`src/rtl/core/cppa_pkg.sv`:
```
`timescale 1ns / 1ps

package cppa_pkg;

    localparam int FRAME_W    = 20;
    localparam int RUN_W      = 8;
    localparam int STATUS_W   = 3;
    localparam int S_TDATA_W  = 32;
    localparam int M_TDATA_W  = 24;

    localparam logic CMD_ALLOC = 1'b0;
    localparam logic CMD_FREE  = 1'b1;

    localparam logic [STATUS_W-1:0] STATUS_OK          = 3'd0;
    localparam logic [STATUS_W-1:0] STATUS_POOL_FULL   = 3'd1;
    localparam logic [STATUS_W-1:0] STATUS_NO_RUN      = 3'd2;
    localparam logic [STATUS_W-1:0] STATUS_NOT_IN_POOL = 3'd3;
    localparam logic [STATUS_W-1:0] STATUS_ZERO_COUNT  = 3'd4;

endpackage

```
`src/rtl/core/contiguous_page_pool_allocator_core.sv`:
```
`timescale 1ns / 1ps

// First-fit allocator for a pool of PAGE_COUNT pages, one used mark per page held in a
// single-port-write, single-port-read memory that is walked one mark per cycle. After reset
// the block clears every mark in the memory before s_tready first rises; configuration
// writes are taken throughout. A zero count, an allocate into a full pool and a free outside
// the pool go from the accept straight to the answer state. An allocate scans from the
// lowest free page, then marks the run, and if the run started at the lowest free page
// scans on past the end of the run for the next free page. A free clears run_length marks,
// clipped at the pool end. One request is worked at a time; the next is accepted while the
// previous result still waits on the m_ side, and the answer cycle holds until it drains.
module contiguous_page_pool_allocator_core #(
    parameter int PAGE_COUNT = 128
) (
    input  logic                           aclk,
    input  logic                           aresetn,
    input  logic                           cfg_wr_en,
    input  logic [cppa_pkg::FRAME_W-1:0]   cfg_wr_data,   // pool_base_frame
    input  logic                           s_tvalid,
    output logic                           s_tready,
    input  logic [cppa_pkg::S_TDATA_W-1:0] s_tdata,       // [7:0] run_length, [27:8] frame_in
    input  logic [0:0]                     s_tuser,       // [0] command
    output logic                           m_tvalid,
    input  logic                           m_tready,
    output logic [cppa_pkg::M_TDATA_W-1:0] m_tdata        // [2:0] status, [22:3] frame_out
);

    localparam int IDX_W = $clog2(PAGE_COUNT);
    localparam int CNT_W = $clog2(PAGE_COUNT + 1);
    localparam logic [CNT_W-1:0] PAGES     = CNT_W'(PAGE_COUNT);
    localparam logic [CNT_W-1:0] LAST_PAGE = CNT_W'(PAGE_COUNT - 1);

    typedef enum logic [6:0] {
        ST_CLEAR = 7'b0000001,
        ST_IDLE  = 7'b0000010,
        ST_SCAN  = 7'b0000100,
        ST_MARK  = 7'b0001000,
        ST_FIND  = 7'b0010000,
        ST_FREE  = 7'b0100000,
        ST_DONE  = 7'b1000000
    } state_t;

    state_t                          state_reg, state_next;
    logic [CNT_W-1:0]                iss_reg, iss_next;
    logic [IDX_W-1:0]                chk_reg, chk_next;
    logic                            pend_reg, pend_next;
    logic [cppa_pkg::RUN_W-1:0]      run_reg, run_next;
    logic [IDX_W-1:0]                start_reg, start_next;
    logic [cppa_pkg::RUN_W-1:0]      n_reg, n_next;
    logic [CNT_W-1:0]                idx_reg, idx_next;
    logic [cppa_pkg::RUN_W-1:0]      cnt_reg, cnt_next;
    logic [IDX_W-1:0]                lowest_reg, lowest_next;
    logic                            full_reg, full_next;
    logic [cppa_pkg::FRAME_W-1:0]    base_reg, base_next;
    logic [cppa_pkg::STATUS_W-1:0]   st_reg, st_next;
    logic [cppa_pkg::FRAME_W-1:0]    fr_reg, fr_next;
    logic                            m_tvalid_reg, m_tvalid_next;
    logic [cppa_pkg::STATUS_W-1:0]   m_status_reg, m_status_next;
    logic [cppa_pkg::FRAME_W-1:0]    m_frame_reg, m_frame_next;

    // page mark memory
    logic                            page_used [PAGE_COUNT];
    logic                            rd_bit_reg;
    logic                            mem_we;
    logic [IDX_W-1:0]                mem_wa;
    logic                            mem_wd;

    logic                            in_cmd;
    logic [cppa_pkg::RUN_W-1:0]      in_run;
    logic [cppa_pkg::FRAME_W-1:0]    in_frame;
    logic [cppa_pkg::FRAME_W-1:0]    free_off;
    logic                            in_pool;
    logic                            issue;
    logic                            run_hit;

    assign in_cmd   = s_tuser[0];
    assign in_run   = s_tdata[cppa_pkg::RUN_W-1:0];
    assign in_frame = s_tdata[cppa_pkg::RUN_W +: cppa_pkg::FRAME_W];
    assign free_off = in_frame - base_reg;
    assign in_pool  = free_off < cppa_pkg::FRAME_W'(PAGE_COUNT);
    assign issue    = iss_reg != PAGES;
    assign run_hit  = ({1'b0, run_reg} + 9'd1) == {1'b0, n_reg};

    assign s_tready = state_reg == ST_IDLE;
    assign m_tvalid = m_tvalid_reg;
    assign m_tdata  = {1'b0, m_frame_reg, m_status_reg};

    always_comb begin
        state_next    = state_reg;
        iss_next      = iss_reg;
        chk_next      = chk_reg;
        pend_next     = pend_reg;
        run_next      = run_reg;
        start_next    = start_reg;
        n_next        = n_reg;
        idx_next      = idx_reg;
        cnt_next      = cnt_reg;
        lowest_next   = lowest_reg;
        full_next     = full_reg;
        base_next     = cfg_wr_en ? cfg_wr_data : base_reg;
        st_next       = st_reg;
        fr_next       = fr_reg;
        m_tvalid_next = m_tvalid_reg & ~m_tready;
        m_status_next = m_status_reg;
        m_frame_next  = m_frame_reg;
        mem_we        = 1'b0;
        mem_wa        = idx_reg[IDX_W-1:0];
        mem_wd        = 1'b0;

        case (state_reg)
            ST_CLEAR: begin
                mem_we   = 1'b1;
                mem_wa   = iss_reg[IDX_W-1:0];
                iss_next = iss_reg + 1'b1;
                if (iss_reg == LAST_PAGE) begin
                    state_next = ST_IDLE;
                end
            end
            ST_IDLE: begin
                if (s_tvalid) begin
                    n_next  = in_run;
                    st_next = cppa_pkg::STATUS_OK;
                    fr_next = '0;
                    if (in_run == '0) begin
                        st_next    = cppa_pkg::STATUS_ZERO_COUNT;
                        state_next = ST_DONE;
                    end else if (in_cmd == cppa_pkg::CMD_ALLOC) begin
                        if (full_reg) begin
                            st_next    = cppa_pkg::STATUS_POOL_FULL;
                            state_next = ST_DONE;
                        end else begin
                            iss_next   = CNT_W'(lowest_reg);
                            pend_next  = 1'b0;
                            run_next   = '0;
                            state_next = ST_SCAN;
                        end
                    end else if (!in_pool) begin
                        st_next    = cppa_pkg::STATUS_NOT_IN_POOL;
                        state_next = ST_DONE;
                    end else begin
                        idx_next  = CNT_W'(free_off[IDX_W-1:0]);
                        cnt_next  = in_run;
                        full_next = 1'b0;
                        if (full_reg || (free_off[IDX_W-1:0] < lowest_reg)) begin
                            lowest_next = free_off[IDX_W-1:0];
                        end
                        state_next = ST_FREE;
                    end
                end
            end
            ST_SCAN: begin
                // read one mark ahead; chk_reg names the mark in rd_bit_reg
                iss_next  = iss_reg + CNT_W'(issue);
                pend_next = issue;
                chk_next  = iss_reg[IDX_W-1:0];
                if (pend_reg) begin
                    if (rd_bit_reg) begin
                        run_next = '0;
                    end else begin
                        if (run_reg == '0) begin
                            start_next = chk_reg;
                        end
                        if (run_hit) begin
                            idx_next   = CNT_W'((run_reg == '0) ? chk_reg : start_reg);
                            cnt_next   = n_reg;
                            state_next = ST_MARK;
                        end else begin
                            run_next = run_reg + 1'b1;
                        end
                    end
                end else if (!issue) begin
                    st_next    = cppa_pkg::STATUS_NO_RUN;
                    state_next = ST_DONE;
                end
            end
            ST_MARK: begin
                mem_we   = 1'b1;
                mem_wd   = 1'b1;
                idx_next = idx_reg + 1'b1;
                cnt_next = cnt_reg - 1'b1;
                if (cnt_reg == 8'd1) begin
                    fr_next = base_reg + cppa_pkg::FRAME_W'(start_reg);
                    if (start_reg == lowest_reg) begin
                        // lowest free page was taken: look past the new run
                        iss_next   = idx_reg + 1'b1;
                        pend_next  = 1'b0;
                        state_next = ST_FIND;
                    end else begin
                        state_next = ST_DONE;
                    end
                end
            end
            ST_FIND: begin
                iss_next  = iss_reg + CNT_W'(issue);
                pend_next = issue;
                chk_next  = iss_reg[IDX_W-1:0];
                if (pend_reg) begin
                    if (!rd_bit_reg) begin
                        lowest_next = chk_reg;
                        state_next  = ST_DONE;
                    end
                end else if (!issue) begin
                    full_next   = 1'b1;
                    lowest_next = '0;
                    state_next  = ST_DONE;
                end
            end
            ST_FREE: begin
                if ((cnt_reg != '0) && (idx_reg != PAGES)) begin
                    mem_we   = 1'b1;
                    idx_next = idx_reg + 1'b1;
                    cnt_next = cnt_reg - 1'b1;
                end else begin
                    state_next = ST_DONE;
                end
            end
            ST_DONE: begin
                if (!m_tvalid_reg || m_tready) begin
                    m_tvalid_next = 1'b1;
                    m_status_next = st_reg;
                    m_frame_next  = fr_reg;
                    state_next    = ST_IDLE;
                end
            end
            default: begin
                state_next = ST_IDLE;
            end
        endcase
    end

    always_ff @(posedge aclk) begin
        if (!aresetn) begin
            state_reg    <= ST_CLEAR;
            iss_reg      <= '0;
            pend_reg     <= 1'b0;
            lowest_reg   <= '0;
            full_reg     <= 1'b0;
            base_reg     <= '0;
            m_tvalid_reg <= 1'b0;
        end else begin
            state_reg    <= state_next;
            iss_reg      <= iss_next;
            pend_reg     <= pend_next;
            lowest_reg   <= lowest_next;
            full_reg     <= full_next;
            base_reg     <= base_next;
            m_tvalid_reg <= m_tvalid_next;
        end
    end

    always_ff @(posedge aclk) begin
        chk_reg      <= chk_next;
        run_reg      <= run_next;
        start_reg    <= start_next;
        n_reg        <= n_next;
        idx_reg      <= idx_next;
        cnt_reg      <= cnt_next;
        st_reg       <= st_next;
        fr_reg       <= fr_next;
        m_status_reg <= m_status_next;
        m_frame_reg  <= m_frame_next;
    end

    always_ff @(posedge aclk) begin
        if (mem_we) begin
            page_used[mem_wa] <= mem_wd;
        end
        rd_bit_reg <= page_used[iss_reg[IDX_W-1:0]];
    end

    a_full_lowest_zero: assert property (@(posedge aclk) disable iff (!aresetn)
        full_reg |-> (lowest_reg == '0))
        else $error("pool full with nonzero lowest free index");

    a_fail_frame_zero: assert property (@(posedge aclk) disable iff (!aresetn)
        (m_tvalid_reg && (m_status_reg != cppa_pkg::STATUS_OK)) |-> (m_frame_reg == '0))
        else $error("failed request returned a nonzero frame");

    a_zero_count_done: assert property (@(posedge aclk) disable iff (!aresetn)
        (s_tvalid && s_tready && (in_run == '0)) |=> (state_reg == ST_DONE))
        else $error("zero count request did not answer at once");

    a_scan_run_short: assert property (@(posedge aclk) disable iff (!aresetn)
        (state_reg == ST_SCAN) |-> (run_reg < n_reg))
        else $error("scan run counter reached the request length");

    a_issue_bound: assert property (@(posedge aclk) disable iff (!aresetn)
        ((state_reg == ST_SCAN) || (state_reg == ST_FIND)) |-> (iss_reg <= PAGES))
        else $error("scan read address ran past the pool");

endmodule

```
`config.mk`:
```
export PLATFORM = sky130hd
export DESIGN_NAME = contiguous_page_pool_allocator_core
export DESIGN_NICKNAME = d
export VERILOG_FILES = /design/src/rtl/core/cppa_pkg.sv /design/src/rtl/core/contiguous_page_pool_allocator_core.sv
export SDC_FILE = /design/constraint.sdc
export NUM_CORES = 1
export LEC_CHECK = 0
export BUFFER_PORTS_ARGS = -buffer_cell sky130_fd_sc_hd__buf_2
export CAP_MARGIN = 25
export CORE_UTILIZATION = 53
export DETAILED_ROUTE_END_ITERATION = 8
export GPL_TIMING_DRIVEN = 0
export PLACE_DENSITY_LB_ADDON = 0.05
export SKIP_LAST_GASP = 1
export SLEW_MARGIN = 30
export SYNTH_ARGS = -nofsm -noshare
export SYNTH_HDL_FRONTEND = slang
export SYNTH_SLANG_ARGS = --single-unit
export TNS_END_PERCENT = 5
```
`constraint.sdc`:
```
create_clock -name aclk -period 11.9 [get_ports aclk]
set_input_delay 1.19 -clock aclk [delete_from_list [all_inputs] [get_ports aclk]]
set_output_delay 1.19 -clock aclk [all_outputs]
set_load 0.005 [all_outputs]
```
==> qor.yml, run 1 <==
worst_setup_path:
  crit_fanout: 16
  path_buf_inv: 3
  worstPathCellList: "buf_2 -> inv_1 -> ha_1 -> inv_1 -> fa_1 -> a211oi_2 -> o21ai_1 -> a31oi_2 -> xnor2_1 -> a2111oi_2 -> nand4_1 -> or4_4 -> nor2_1 -> a21oi_1 -> nor2_2"
  worst_path_largest_cell_delay_ns: 0.67
  slowest_stage: "nor2_2"
  cp-end-kind: "register"
  crit_family: "simple AND/OR/NAND/NOR gates"
  reg2reg_depth: 13
  startpoint_type: "primary input"
  required_ns: 12.06
  crit_arrival_ns: 5.14
  crit_top_cell: "inv_1"
  r2r_start: "base_reg[5]"
  critPathKind: "primary input to register"
  r2r-end: "idx_reg[4]"
  r2r_slack_ns: 7.35
flow_run:
  max-cap-violations: 0
yosys:
  synth.distinct_cells: 74
  synthXorXnorAreaFrac_pct: 3.97
  synthAdderAreaFrac_pct: 4.09
  yosys_register_bits: 266
  yosysWarnings: 0
  netlist_area_mm2: 0.0138
  ys_async_sr_fraction_pct: 0
  synth-compound-area-share_pct: 9.79
  avgSynthCellArea_um2: 11.4
  synth_edf_count: 220
  synth_mux_area_share_pct: 8.97
  yosys_most_used_dff: "edfxtp_1"
  synth-simple-area-share_pct: 15.7
  synth_fp_nets: 1317
  synth_top_family_by_area: "simple AND/OR/NAND/NOR gates"
  seq_area_frac_synth_pct: 54.5
  synthCells: 1215
timing:
  fmax_mhz: 201
  clock-skew-final_ns: 0.0394
  rsz0062_at_grt: "no"
  finalCriticalPeriod_ns: 4.98
  maxSlewHeadroom_pct: 26.4
  finalSetupViolCount: 0
  holdWs_ns: 0.414
  finalSetupTns_ns: 0
  fin_crit_sh_pct: 41.8
  tightest_slew_ns: 1.10
  hold_viol: 0
  drv_slew: 0
global_route:
  globalRoute.busiestLayer: "met2"
  grt_pass1_vias: 9411
  grt_pass1_wl_mm: 51.7
  use_met1_pct: 34.5
  grt_max_degree: 76
  track_usage_pct: 25.6
  use_met3_pct: 4.01
  gr-total-overflow: 0
  grt_use_met2_pct: 42.2
  antenna_found_initial: 0
pwr:
  finalPower_uw: 2320
  pwr-share-clk_pct: 39.7
  p_comb_share_pct: 15.7
  p_sw_uw: 607
  power_density_mw_per_mm2: 148
  max-vdd-ir-drop_mv: 0.137
  power_leakage_uw: 0.00512
  p_int_uw: 1710
  p_sw_share_pct: 26.2
  sequentialPowerShare_pct: 44.6
cells_and_area:
  multi_input_comb_area_mm2: 0.00589
  largest-register: "page_used"
  final_nets: 1427
  ff_latch_area_mm2: 0.00753
  syn_to_final_growth_pct: 13.3
  largest_register_ffs: 128
  drive_gt1_share_pct: 14.0
  antennaDiodeCount: 0
  n_fill_cell: 2123
  post-route-cell-area_mm2: 0.0156
clock_tree:
  cts_resized: 0
  clkTransAtPathRegs_ns: 0.06
  cts_setup_buffers: 0
  clock_sinks: 266
  cts_tree: "done"
  cts_buffer_depth: 3
  insertion_delay_ns: 0.56
  cts_root_buffer: "clkbuf_16"
  cts_htree_levels: 1
  cts_made_buffers: 28
  hold_buffers: 0
place:
  hpwl_mm: 24.1
  port-buffer-count: 76
  place_area_mm2: 0.0147
  place_congestion: 0.939
outcome:
  status: "completed"
floorplan:
  fp-row-count: 58
  die_x_um: 163
  die-area_mm2: 0.0267
  die_h_um: 163
  start_util_pct: 54.4
  boundaryPins: 84
  placeableCoreArea_mm2: 0.0254
drt:
  drcViolationCount: 0
  antenna_left: 0
  wire_per_inst_um: 19.9
  vias: 9785
  dr.pass1.iters: 5
  wirelength_mm: 33.3
  drt_iter0_drc: 847
  via_per_inst: 5.84
worst_hold_path:
  min_to: "m_frame_reg[18]"
  hold_path_class: "register to register"
  holdPathStages: 0
  min-delay-start: "fr_reg[18]"
[synth_stat cells (all sizes together), types with 12 or more instances]
library cell / instances / area share, %
and3: 12 / 0.54
o21ai: 54 / 2.0
ha: 42 / 3.8
a21oi: 39 / 1.5
dfxtp: 46 / 6.7
nor2b: 29 / 1.3
nand3: 46 / 1.7
xnor2: 41 / 2.6
nor3: 17 / 0.62
mux2i: 27 / 2.0
inv: 50 / 1.4
nand2: 87 / 2.4
nand4: 12 / 0.54
mux4: 42 / 6.8
xor2: 19 / 1.2
edfxtp: 220 / 48
clkbuf: 52 / 1.4
nor2: 206 / 5.6
[how the worst max path moves through the flow]
stage            startpoint         end  slack (ns)  cells past startpoint
6_report         s_tdata[8]  idx_reg[4]        6.92                     15
5_1_grt          s_tdata[8]  idx_reg[4]        6.70                     15
4_1_cts          s_tdata[8]  idx_reg[6]        6.96                     15
3_5_place_dp     s_tdata[8]  cnt_reg[4]        6.39                     15
3_3_place_gp   state_reg[0]  fr_reg[14]        5.10                      5
2_1_floorplan    s_tdata[8]  cnt_reg[0]        7.01                     14
[cell type report]
cell class / instances / share of cell area, %
sequential: 266 / 48.1
multi-input combinational: 840 / 37.6
clock buffer: 34 / 4.62
timing repair buffer: 80 / 2.73
tap: 330 / 2.64
clock inverter: 17 / 1.57
buffer: 59 / 1.46
inverter: 50 / 1.23
[metrics by stage]
stage / util, % / setup WS (ns) / instances
finish: 61.6 / 6.92 / 1676
detailed placement: 57.8 / 6.39 / 1625
global placement: 57.5 / 5.10 / 1621
CTS: 61.6 / 6.96 / 1676
floorplan: - / 7.01 / 1215
global route: 61.6 / 6.70 / 1676
[power by group through the flow]
stage / logic, uW / registers [uW] / clock network (uW)
final: 364 / 1030 / 918
after CTS: 365 / 1030 / 934
after floorplan: 251 / 1050 / 0
after detailed placement: 363 / 1050 / 0
after global routing: 399 / 1030 / 963
after global placement: 360 / 1050 / 0
[kinds of logic (layout without fill, tap and decap cells)]
group | Yosys count | in the layout
flops | 266 | 266
buf+inv | 109 | 240
xor+xnor | 61 | 61
other cells | 1 | 1
compound gates | 196 | 196
mux | 71 | 71
fa+ha+maj | 44 | 44
simple gates | 467 | 467
[per-layer routing]
layer	vias up	share of wire, %
met2	321	48
li1	4689	-
met4	0	3.0
met3	59	6.2
met5	-	0
met1	4716	43
[cells in the final DEF, fill, tap and decap left out, drive strengths merged, types with 11 or more instances in the layout]
cell type / n
a21oi: 39
and3: 12
buf: 86
clkbuf: 87
dfxtp: 46
edfxtp: 220
ha: 42
inv: 50
mux2i: 27
mux4: 42
nand2: 87
nand3: 46
nand4: 12
nor2: 206
nor2b: 29
nor3: 17
o211ai: 11
o21ai: 54
xnor2: 41
xor2: 19
Power figures use the tool's default switching activity.
==> run 2: changes to the inputs <==
==> constraint.sdc (replaced) <==
create_clock -name aclk -period 4.65 [get_ports aclk]
set_input_delay 0.465 -clock aclk [delete_from_list [all_inputs] [get_ports aclk]]
set_output_delay 0.465 -clock aclk [all_outputs]
set_load 0.005 [all_outputs]
==> run 2 against run 1 <==
Global-route usage stayed put; clock skew is 0.0012 ns lower; routed wire length hardly changed; clock-buffer cell count stayed put; critical endpoint is now cnt_reg[4]; clock power grew to 2.6 times the previous value; register-to-register slack worse by 7.0 ns.
==> qor.yml, run 2 (synthesis gave the netlist of run 1 again) <==
drt:
  met2_length_mm: 15.8  # -0.20%
  antenna_left: 0  # unchanged
  drcViolationCount: 0  # unchanged
  wirelength_mm: 33.2  # about the same
  drt-met1-wl_mm: 14.3  # -0.60%
  routed-wl-met3_mm: 2.12  # +2.7%
  via_per_inst: 5.85  # +0.19%
  dr.pass1.iters: 5  # unchanged
  top_layer: "met4"
  drt_iter0_drc: 893  # +5.4%
  wire_per_inst_um: 19.8  # about the same
  vias: 9804  # +0.19%
pwr:
  p_comb_share_pct: 15.7  # about the same
  power_density_mw_per_mm2: 379  # +160%
  power_leakage_uw: 0.00512  # about the same
  finalPower_uw: 5920  # +160%
  max-vdd-ir-drop_mv: 0.350  # +160%
  p_sw_uw: 1550  # +160%
  p_int_uw: 4370  # +160%
  pwr-share-clk_pct: 39.7  # about the same
  sequentialPowerShare_pct: 44.6  # about the same
  p_sw_share_pct: 26.2  # about the same
place:
  place_area_mm2: 0.0147  # unchanged
  place_congestion: 0.939  # unchanged
  port-buffer-count: 76  # unchanged
  detailedPlace.worstSlack_ns: -0.134  # -6.53 ns
  hpwl_mm: 24.1  # unchanged
cells_and_area:
  largest-register: "page_used"
  final_cell_mix: "220 x edfxtp_1, 205 x nor2_1, 87 x nand2_1, 78 x buf_2, 58 x clkbuf_1"
  post-route-cell-area_mm2: 0.0156  # about the same
  final_nets: 1427  # unchanged
  final_common_cell: "edfxtp_1"
  drive_gt1_share_pct: 14.0  # unchanged
  largest_register_ffs: 128  # unchanged
  syn_to_final_growth_pct: 13.3  # about the same
  antennaDiodeCount: 0  # unchanged
timing:
  rsz0062_at_grt: "no"
  finalSetupViolCount: 0  # unchanged
  clock-skew-final_ns: 0.0381  # -0.00124 ns
  drv_slew: 0  # unchanged
  fin_crit_sh_pct: 93.5
  tightest_slew_ns: 1.10  # +0.00184 ns
  finalCriticalPeriod_ns: 4.35
  maxSlewHeadroom_pct: 26.2  # -0.12 points
  setup_slack_ns: 0.304  # -6.62 ns
  fmax_mhz: 230
  holdWs_ns: 0.139  # -0.275 ns
  hold_viol: 0  # unchanged
flow_run:
  max-cap-violations: 0  # unchanged
clock_tree:
  cts_root_buffer: "clkbuf_16"
  cts_htree_levels: 1  # unchanged
  cts_buffer_depth: 3  # unchanged
  cts_made_buffers: 28  # unchanged
  clock_sinks: 266  # unchanged
  insertion_delay_ns: 0.56  # about the same
  cts_tree: "done"
  hold_buffers: 0  # unchanged
  clkTransAtPathRegs_ns: 0.07  # about the same
worst_setup_path:
  startpoint_type: "register"
  crit_arrival_ns: 4.52  # -0.62 ns
  r2r-end: "cnt_reg[4]"
  required_ns: 4.82  # -7.24 ns
  critPathKind: "register to register"
  crit_fanout: 16  # unchanged
  slowest_stage: "or4_4"
  cp-end-kind: "register"
  worst_path_largest_cell_delay_ns: 0.56  # -0.11 ns
  cp-endpoint: "cnt_reg[4]"
  r2r_start: "base_reg[5]"
  r2r_slack_ns: 0.30  # -7.05 ns
  reg2reg_depth: 13  # unchanged
  worstPathCellList: "inv_1 -> ha_1 -> clkbuf_1 -> o211ai_1 -> o21ai_1 -> a31oi_2 -> xnor2_1 -> a2111oi_2 -> nand4_1 -> or4_4 -> nor2_1 -> a21oi_1 -> nor2_4"
  crit_start: "base_reg[5]"
floorplan:
  die_x_um: 163  # unchanged
  fp-row-count: 58  # unchanged
  die_h_um: 163  # unchanged
  boundaryPins: 84  # unchanged
  die-area_mm2: 0.0267  # unchanged
  placeableCoreArea_mm2: 0.0254  # unchanged
  start_util_pct: 54.4  # unchanged
global_route:
  grt_pass1_wl_mm: 51.7  # unchanged
  grt_max_degree: 76  # unchanged
  antenna_found_initial: 0  # unchanged
  track_usage_pct: 25.6  # unchanged
  grt_pass1_vias: 9411  # unchanged
  gr-total-overflow: 0  # unchanged
outcome:
  status: "completed"
worst_hold_path:
  hold_path_class: "primary input to register"
[run 2: cell types whose count changed in the layout (fill, tap and decap cells not counted)]
cell and delta:
nor2_2 -1, nor2_4 +1
[run 2: what timing repair did]
action                                 CTS  global route
gates resized for setup                  0             1
endpoints found under the hold margin    0             0
setup buffers                            0             0
setup endpoints to repair                0            16
[run 2: power by group through the flow]
stage                     sequential [uW]  clock, uW  combinational [uW]
final                                2640       2350                 928
after global routing                 2650       2460                1020
after CTS                            2640       2390                 933
after detailed placement             2690          0                 929
after global placement               2690          0                 922
after floorplan                      2680          0                 641
[run 2: critical path: cells and delay by family (launching register included)]
family	cells	cell delay, ns
xor gates and xnor gates	1	0.18
adders and majority gates	1	0.26
and+or+nand+nor	4	1.50
buffers and inverters	2	0.39
DFF	1	0.37
AOI/OAI and AO/OA	5	1.28
[run 2: cell type report]
cell class	instances	area, um2
plain buffers	59	229
clock buffers	34	723
clock inverters	17	245
fillers	2123	9750
inverters	50	193
multi-input cells	840	5890
flip-flops and latches	266	7530
well taps	330	413
repair buffers	80	427
[run 2: how the worst min path moves through the flow]
stage                                 end        from  depth (start not counted)
after global placement    m_status_reg[2]   st_reg[2]                          0
after floorplan            m_frame_reg[0]   fr_reg[0]                          0
final                            n_reg[5]  s_tdata[5]                          1
after detailed placement  m_frame_reg[17]  fr_reg[17]                          0
after CTS                        n_reg[6]  s_tdata[6]                          1
after global routing             n_reg[4]  s_tdata[4]                          1
[run 2: per-stage QoR]
| stage | setup TNS [ns] | cells | utilization (%) |
|---|---|---|---|
| 6_report | 0 | 1676 | 61.6 |
| 5_1_grt | 0 | 1676 | 61.6 |
| 4_1_cts | 0 | 1676 | 61.6 |
| 3_5_place_dp | -2.13 | 1625 | 57.8 |
| 3_3_place_gp | -53.40 | 1621 | 57.5 |
| 2_1_floorplan | 0 | 1215 | - |
[run 2: metal layers]
metal  global-route usage (%)  up-vias
met4                     8.16        0
li1                         -     4691
met5                        0        -
met1                     34.5     4718
met2                     42.2      335
met3                     4.01       60
